`config.mk`:
```
export PLATFORM = sky130hd
export DESIGN_NAME = beam_hold_debounce_note_events
export DESIGN_NICKNAME = d
export VERILOG_FILES = /design/src/bhd_pkg.sv /design/src/bhd_lane.sv /design/src/bhd_events.sv /design/src/beam_hold_debounce_note_events.sv
export SDC_FILE = /design/constraint.sdc
export NUM_CORES = 1
export LEC_CHECK = 0
export ABC_AREA = 0
export CAP_MARGIN = 10
export CORE_ASPECT_RATIO = 1.1
export CORE_MARGIN = 2
export CORE_UTILIZATION = 65
export DETAILED_ROUTE_END_ITERATION = 10
export DONT_BUFFER_PORTS = 1
export PLACE_DENSITY_LB_ADDON = 0.25
export SYNTH_ARGS = -nofsm -noshare
export SYNTH_HDL_FRONTEND = slang
export SYNTH_SLANG_ARGS = --single-unit
```
`constraint.sdc`:
```
create_clock -name clock -period 7.5 [get_ports clock]
set_input_delay 0.375 -clock clock [delete_from_list [all_inputs] [get_ports clock]]
set_output_delay 0.375 -clock clock [all_outputs]
set_load 0.1 [all_outputs]
```
`src/bhd_pkg.sv`:
```
// Shared constants, register codes and reset tables for the beam hold debounce block.
package bhd_pkg;

   localparam int NOTE_REGS      = 7;
   localparam int MAX_BEAMS      = 16;
   localparam int RAW_BITS       = 7;
   localparam int NOTE_BITS      = 7;
   localparam int VEL_BITS       = 7;
   localparam int IDX_BITS       = 3;
   localparam int HOLD_BITS      = 16;
   localparam int CSR_INDEX_BITS = 4;
   localparam int CSR_DATA_BITS  = 16;

   localparam logic [CSR_INDEX_BITS-1:0] CSR_HOLD_TICKS = 4'd0;
   localparam logic [CSR_INDEX_BITS-1:0] CSR_NOTE_BASE  = 4'd1;

   localparam logic [HOLD_BITS-1:0] HOLD_RESET  = 16'd16;
   localparam logic [VEL_BITS-1:0]  VELOCITY_ON = 7'd120;
   localparam logic [VEL_BITS-1:0]  VELOCITY_OFF = 7'd0;

   function automatic logic [NOTE_BITS-1:0] note_reset(input int beam);
      logic [NOTE_BITS-1:0] n;
      case (beam)
         0:       n = 7'd60;
         1:       n = 7'd62;
         2:       n = 7'd64;
         3:       n = 7'd65;
         4:       n = 7'd67;
         5:       n = 7'd69;
         6:       n = 7'd71;
         default: n = 7'd0;
      endcase
      return n;
   endfunction

endpackage

```
`src/bhd_lane.sv`:
```
// One beam lane: saturating tick counter, hold qualification and change detect.
module bhd_lane
   import bhd_pkg::*;
#(
   parameter int COUNT_BITS = 16
) (
   input  logic                 clock,
   input  logic                 reset,
   input  logic                 accept,
   input  logic                 raw,
   input  logic [HOLD_BITS-1:0] hold,
   output logic                 changed,
   output logic                 status
);

   localparam int CMP_BITS = (COUNT_BITS > HOLD_BITS) ? COUNT_BITS : HOLD_BITS;
   localparam logic [COUNT_BITS-1:0] COUNT_MAX = '1;

   logic [COUNT_BITS-1:0] count_ff, count_in;
   logic                  active_ff;
   logic [CMP_BITS-1:0]   count_ext, hold_ext;

   // raw hit clears then counts once, so the count lands at one
   always_comb begin
      if (raw) begin
         count_in = COUNT_BITS'(1);
      end else if (count_ff != COUNT_MAX) begin
         count_in = count_ff + COUNT_BITS'(1);
      end else begin
         count_in = count_ff;
      end
   end

   assign count_ext = CMP_BITS'(count_in);
   assign hold_ext  = CMP_BITS'(hold);
   assign status    = raw | (count_ext < hold_ext);
   assign changed   = status ^ active_ff;

   always_ff @(posedge clock) begin
      if (reset) begin
         count_ff  <= COUNT_MAX;
         active_ff <= 1'b0;
      end else if (accept) begin
         count_ff  <= count_in;
         active_ff <= status;
      end
   end

endmodule

```
`src/bhd_events.sv`:
```
// Merge stage: holds one tick's change mask and emits one note event per cycle while rsp_stall is low.
module bhd_events
   import bhd_pkg::*;
#(
   parameter int BEAMS = 7
) (
   input  logic                 clock,
   input  logic                 reset,
   input  logic                 load,
   input  logic [BEAMS-1:0]     changed,
   input  logic [BEAMS-1:0]     status,
   input  logic [NOTE_BITS-1:0] notes [BEAMS],
   output logic                 busy,
   output logic                 rsp_valid,
   input  logic                 rsp_stall,
   output logic [IDX_BITS-1:0]  rsp_beam_index,
   output logic [NOTE_BITS-1:0] rsp_note,
   output logic [VEL_BITS-1:0]  rsp_velocity,
   output logic                 rsp_last
);

   logic [BEAMS-1:0]     pend_ff, pend_in;
   logic [BEAMS-1:0]     stat_ff;
   logic [BEAMS-1:0]     pick;
   logic                 advance;
   logic                 valid_ff;
   logic [IDX_BITS-1:0]  idx_ff, idx_sel;
   logic [NOTE_BITS-1:0] note_ff, note_sel;
   logic [VEL_BITS-1:0]  vel_ff;
   logic                 last_ff;
   logic                 on_sel;

   // lowest pending beam goes first
   assign pick    = pend_ff & (~pend_ff + BEAMS'(1));
   assign pend_in = pend_ff & ~pick;
   assign advance = (|pend_ff) && (!valid_ff || !rsp_stall);
   assign busy    = |pend_ff;

   always_comb begin
      idx_sel  = '0;
      note_sel = '0;
      on_sel   = 1'b0;
      for (int i = 0; i < BEAMS; i++) begin
         if (pick[i]) begin
            idx_sel  = idx_sel | IDX_BITS'(i);
            note_sel = note_sel | notes[i];
            on_sel   = on_sel | stat_ff[i];
         end
      end
   end

   always_ff @(posedge clock) begin
      if (reset) begin
         pend_ff  <= '0;
         valid_ff <= 1'b0;
      end else begin
         if (load) begin
            pend_ff <= changed;
         end else if (advance) begin
            pend_ff <= pend_in;
         end
         if (advance) begin
            valid_ff <= 1'b1;
         end else if (!rsp_stall) begin
            valid_ff <= 1'b0;
         end
      end
   end

   always_ff @(posedge clock) begin
      if (load) begin
         stat_ff <= status;
      end
      if (advance) begin
         idx_ff  <= idx_sel;
         note_ff <= note_sel;
         vel_ff  <= on_sel ? VELOCITY_ON : VELOCITY_OFF;
         last_ff <= (pend_in == '0);
      end
   end

   assign rsp_valid      = valid_ff;
   assign rsp_beam_index = idx_ff;
   assign rsp_note       = note_ff;
   assign rsp_velocity   = vel_ff;
   assign rsp_last       = last_ff;

   a_load_when_empty: assert property (@(posedge clock) disable iff (reset)
      load |-> (pend_ff == '0))
      else $error("tick loaded over pending events");

   a_last_drains: assert property (@(posedge clock) disable iff (reset)
      (advance && (pend_in == '0)) |=> (pend_ff == '0) && rsp_last)
      else $error("last flag does not match empty mask");

   a_more_pending: assert property (@(posedge clock) disable iff (reset)
      (valid_ff && !last_ff) |-> (pend_ff != '0))
      else $error("non-last event without pending follower");

   a_pick_onehot: assert property (@(posedge clock) disable iff (reset)
      $onehot0(pick))
      else $error("more than one beam picked");

endmodule

```
`src/beam_hold_debounce_note_events.sv`:
```
// Top level of the beam hold debounce block with note event output.
//
// Each request is one sample tick carrying raw beam bits (1 = interrupted).
// All beam lanes update together in the cycle the request is accepted; every
// beam whose qualified status changed then yields one note event, lowest beam
// first, one event per cycle while rsp_stall is low, from the merge stage's
// output register, with rsp_last set on the tick's final event. A tick with
// no changes yields nothing. The next request is taken as soon as the merge
// stage has moved its last pending event into the output register, even while
// that event is still stalled. Configuration (csr_index 0 = hold_ticks, 1..7 =
// note of beam 0..6) is to be written by the user only while idle; the block
// itself does not enforce this. Writes to other indexes are ignored.
module beam_hold_debounce_note_events
   import bhd_pkg::*;
#(
   parameter int BEAMS      = 7,
   parameter int COUNT_BITS = 16
) (
   input  logic                      clock,
   input  logic                      reset,
   // configuration write port
   input  logic                      csr_write,
   input  logic [CSR_INDEX_BITS-1:0] csr_index,
   input  logic [CSR_DATA_BITS-1:0]  csr_data,
   // tick requests
   input  logic                      req_valid,
   output logic                      req_stall,
   input  logic [RAW_BITS-1:0]       req_beam_bits,
   // note events
   output logic                      rsp_valid,
   input  logic                      rsp_stall,
   output logic [IDX_BITS-1:0]       rsp_beam_index,
   output logic [NOTE_BITS-1:0]      rsp_note,
   output logic [VEL_BITS-1:0]       rsp_velocity,
   output logic                      rsp_last
);

   logic [HOLD_BITS-1:0] hold_ff;
   logic [NOTE_BITS-1:0] note_ff [BEAMS];
   logic [BEAMS-1:0]     raw;
   logic [BEAMS-1:0]     changed;
   logic [BEAMS-1:0]     status;
   logic                 accept;
   logic                 busy;

   // request is held off while the merge stage still has events to send
   assign req_stall = busy;
   assign accept    = req_valid && !req_stall;

   always_ff @(posedge clock) begin
      if (reset) begin
         hold_ff <= HOLD_RESET;
      end else if (csr_write && (csr_index == CSR_HOLD_TICKS)) begin
         hold_ff <= csr_data[HOLD_BITS-1:0];
      end
   end

   for (genvar b = 0; b < BEAMS; b++) begin : g_beam
      // beams past the raw field never trigger; beams past the note
      // registers play note zero
      if (b < RAW_BITS) begin : g_raw
         assign raw[b] = req_beam_bits[b];
      end else begin : g_noraw
         assign raw[b] = 1'b0;
      end

      if (b < NOTE_REGS) begin : g_note
         always_ff @(posedge clock) begin
            if (reset) begin
               note_ff[b] <= note_reset(b);
            end else if (csr_write &&
                         (csr_index == CSR_NOTE_BASE + CSR_INDEX_BITS'(b))) begin
               note_ff[b] <= csr_data[NOTE_BITS-1:0];
            end
         end
      end else begin : g_nonote
         assign note_ff[b] = '0;
      end

      bhd_lane #(
         .COUNT_BITS(COUNT_BITS)
      ) u_lane (
         .clock  (clock),
         .reset  (reset),
         .accept (accept),
         .raw    (raw[b]),
         .hold   (hold_ff),
         .changed(changed[b]),
         .status (status[b])
      );
   end

   bhd_events #(
      .BEAMS(BEAMS)
   ) u_events (
      .clock         (clock),
      .reset         (reset),
      .load          (accept),
      .changed       (changed),
      .status        (status),
      .notes         (note_ff),
      .busy          (busy),
      .rsp_valid     (rsp_valid),
      .rsp_stall     (rsp_stall),
      .rsp_beam_index(rsp_beam_index),
      .rsp_note      (rsp_note),
      .rsp_velocity  (rsp_velocity),
      .rsp_last      (rsp_last)
   );

endmodule
```
==> results.toml <==
[run_status]
status = "finished, final reports clean"

[global_routing]
antenna_found_initial = 0
grt_pass1_vias = 12396
track_usage_pct = 33.32
grt_max_degree = 119
grt_pass1_wl_um = 61070
globalRoute.totalOverflow = 0

[sta]
post-route-period-util_pct = 58.51
fin_skew_ns = 0.009864
hold_slack_ns = 0.006914
tightest_slew_ns = 1.074
max-slew-margin-rel_pct = 28.42
final-hold-violation-count = 0
rsz0062_at_grt = "no"
period_needed_ns = 4.388
finalMaxSlewViolations = 0
fmax_ghz = 0.2279
finalSetupTns_ns = 0
setup_viol = 0

[synthesis]
synthArstFlopShare_pct = 0
synth_edf_count = 19
synth_top_cell_area_share_pct = 27.72
synth.most_common_cell = "nor2_1"
yosysTopAreaCell = "dfxtp_1"
synth_commonest_cells = "225 x nor2_1, 192 x dfxtp_1, 191 x nand2_1"
ys_seq_elements = 211
synth-main-ff-cell = "dfxtp_1"
ys_types = 73
synth_cells = 1726
yosys_warnings = 0
avgSynthCellArea_um2 = 8.033
yosysSeqAreaShare_pct = 31.84
synth_area_leaders = "dfxtp_1 28%, ha_1 10%, nor2_1 6.1%, nand2_1 5.2%, mux2i_1 4.5%"
syn_area_um2 = 13860

[worst_setup_path]
arrival_ns = 4.81
crit_fanout = 8
cp-start-kind = "register"
critPathKind = "register to register"
slowest_stage = "or4_1"
cp_common_cell = "ha_1"
cp_cell_sequence = "ha_1 -> nand4_1 -> or4_1 -> nand2_1 -> xor2_1 -> nor2_1 -> ha_1 -> a21o_1 -> a2111oi_0 -> o311a_1 -> o311ai_0 -> and3b_1 -> o41ai_1"
cpPeakStageDelay_ns = 0.73
required_ns = 7.92
end_kind = "register"

[detailed_routing]
viasPerCell = 6.565
drt_iter0_drc = 1130
antenna_left = 0
dr.pass1.iters = 5
num_vias = 13019
wl_um = 37770
drc = 0
wire_per_inst_um = 19.05

[die]
coreArea_um2 = 21160
dieHeight_um = 157.2
io_pins = 52
initial_core_util_pct = 65.52
fp.dieArea_um2 = 22520
die_x_um = 143.3
rows = 56

[placed_design]
gp_congestion = 0.8997
portBuffers = 0
dp_cells = 1915
hpwl_um = 23990

[clock_tree]
root_buffer = "clkbuf_16"
worstSkewPairLatency_ns = 0.53
clkSinkCount = 211
cts_setup_buffers = 0
clk_pin_slew_ns = 0.06
numCtsBuffers = 24
htreeDepth = 1
cts_tree = "yes"
ctsLongestPathBuffers = 3

[layout]
area_growth_syn_to_layout_pct = 8.131
fin_util_pct = 70.85
fin_cells = 1983
drive_gt1_share_pct = 4.371
fin_nets = 1820
diodes = 0

[power]
ir_drop_uv = 323.6
p_leak_uw = 0.005969
pwr_density_cell_nw_per_um2 = 532.6

[worst_hold_path]
hp-class = "input port to register"

[flow_run]
drv_cap = 0
==> state kept, by name, summed over array words and instances, names as in the netlist <==
register,cells
g_beam.u_lane.active_ff,7
g_beam.u_lane.count_ff,112
hold_ff,16
note_ff,49
u_events.pend_ff,7
u_events.rsp_beam_index,3
u_events.rsp_last,1
u_events.rsp_note,7
u_events.rsp_valid,1
u_events.rsp_velocity,1
u_events.stat_ff,7
==> cells by family after synthesis <==
family / share of synthesized area (%)
muxes: 4.639
and+or+nand+nor: 23.15
adders and majority gates: 10.11
DFF: 31.84
other: 0.02705
xor gates and xnor gates: 5.243
AOI/OAI and AO/OA: 20.45
buffers and inverters: 4.548
==> area by class of cell <==
cell class | count | area (um^2)
Clock buffer | 36 | 716.9
Clock inverter | 7 | 113.9
Fill cell | 1690 | 6168
Inverter | 48 | 180.2
Multi-Input combinational cell | 1355 | 8833
Sequential cell | 211 | 4414
Tap cell | 290 | 362.8
Timing Repair Buffer | 36 | 370.4
==> worst max-delay path: cells and delay by family, from the launching register on <==
| kind | cells | cell delay [ns] |
|---|---|---|
| AOI/OAI and AO/OA | 5 | 1.56 |
| xor gates and xnor gates | 1 | 0.16 |
| DFF | 1 | 0.46 |
| and+or+nand+nor | 5 | 1.50 |
| adders and majority gates | 2 | 0.59 |
==> metrics by stage <==
| stage | setup slack [ns] | total power, uW | area (um^2) |
|---|---|---|---|
| finish | 3.112 | 7985 | 14990 |
| global route | 2.666 | 8623 | 14990 |
| CTS | 3.208 | 7908 | 14990 |
| detailed placement | 3.289 | 6592 | 13890 |
| global placement | 3.484 | 6431 | 13890 |
| floorplan | 3.782 | 5711 | 13870 |
==> what timing repair did <==
item / 4_1_cts / 5_1_grt
endpoints found under the hold margin: 139 / 0
hold buffers: 25 / 0
gates resized for setup: 0 / 0
==> where the power goes <==
group          switching (uW)  leakage, uW  internal, uW  total (uW)
registers                 673      0.00176          1520        2190
logic                    2770      0.00381          1780        4550
clock network             483     0.000406           761        1240
total                    3930      0.00597          4060        7990
==> worst paths after layout <==
check                   endpoint  slack (ns)                          from  cells past startpoint
min                  note_ff[30]       0.007                   csr_data[2]                      2
min reg2reg           hold_ff[5]        0.46                    hold_ff[5]                      2
max          u_events.pend_ff[5]        3.11  g_beam[5].u_lane.count_ff[0]                     13
max reg2reg  u_events.pend_ff[5]        3.11  g_beam[5].u_lane.count_ff[0]                     13
==> metal layers <==
| metal | part of all wire (%) | global-route usage [%] |
|---|---|---|
| met2 | 47 | 55.75 |
| met3 | 7.7 | 5.628 |
| met5 | 0 | 0 |
| met4 | 4.3 | 15.41 |
| met1 | 41 | 41.99 |
==> cell usage in the layout, fill, tap and decap left out, types with 7 or more instances in the layout <==
master / instances
nor2_1: 225
dfxtp_1: 192
nand2_1: 191
a21oi_1: 117
ha_1: 112
o21ai_0: 78
mux2i_1: 62
nand3_1: 58
xnor2_1: 56
nor3_1: 47
nand4_1: 46
inv_1: 45
a221o_1: 33
xor2_1: 27
clkbuf_16: 25
dlygate4sd3_1: 24
and3_1: 22
o311ai_0: 22
o31ai_1: 19
edfxtp_1: 19
a21o_1: 16
and4_1: 15
a211oi_1: 15
o211ai_1: 14
and2_1: 13
a211o_1: 13
o2111ai_1: 12
nor3b_1: 11
a31oi_1: 11
buf_4: 10
or2_2: 9
o21a_1: 9
nor4_1: 8
a22o_1: 8
a222oi_1: 8
nand2b_1: 7
No activity file was read; power rests on OpenSTA's default activity.
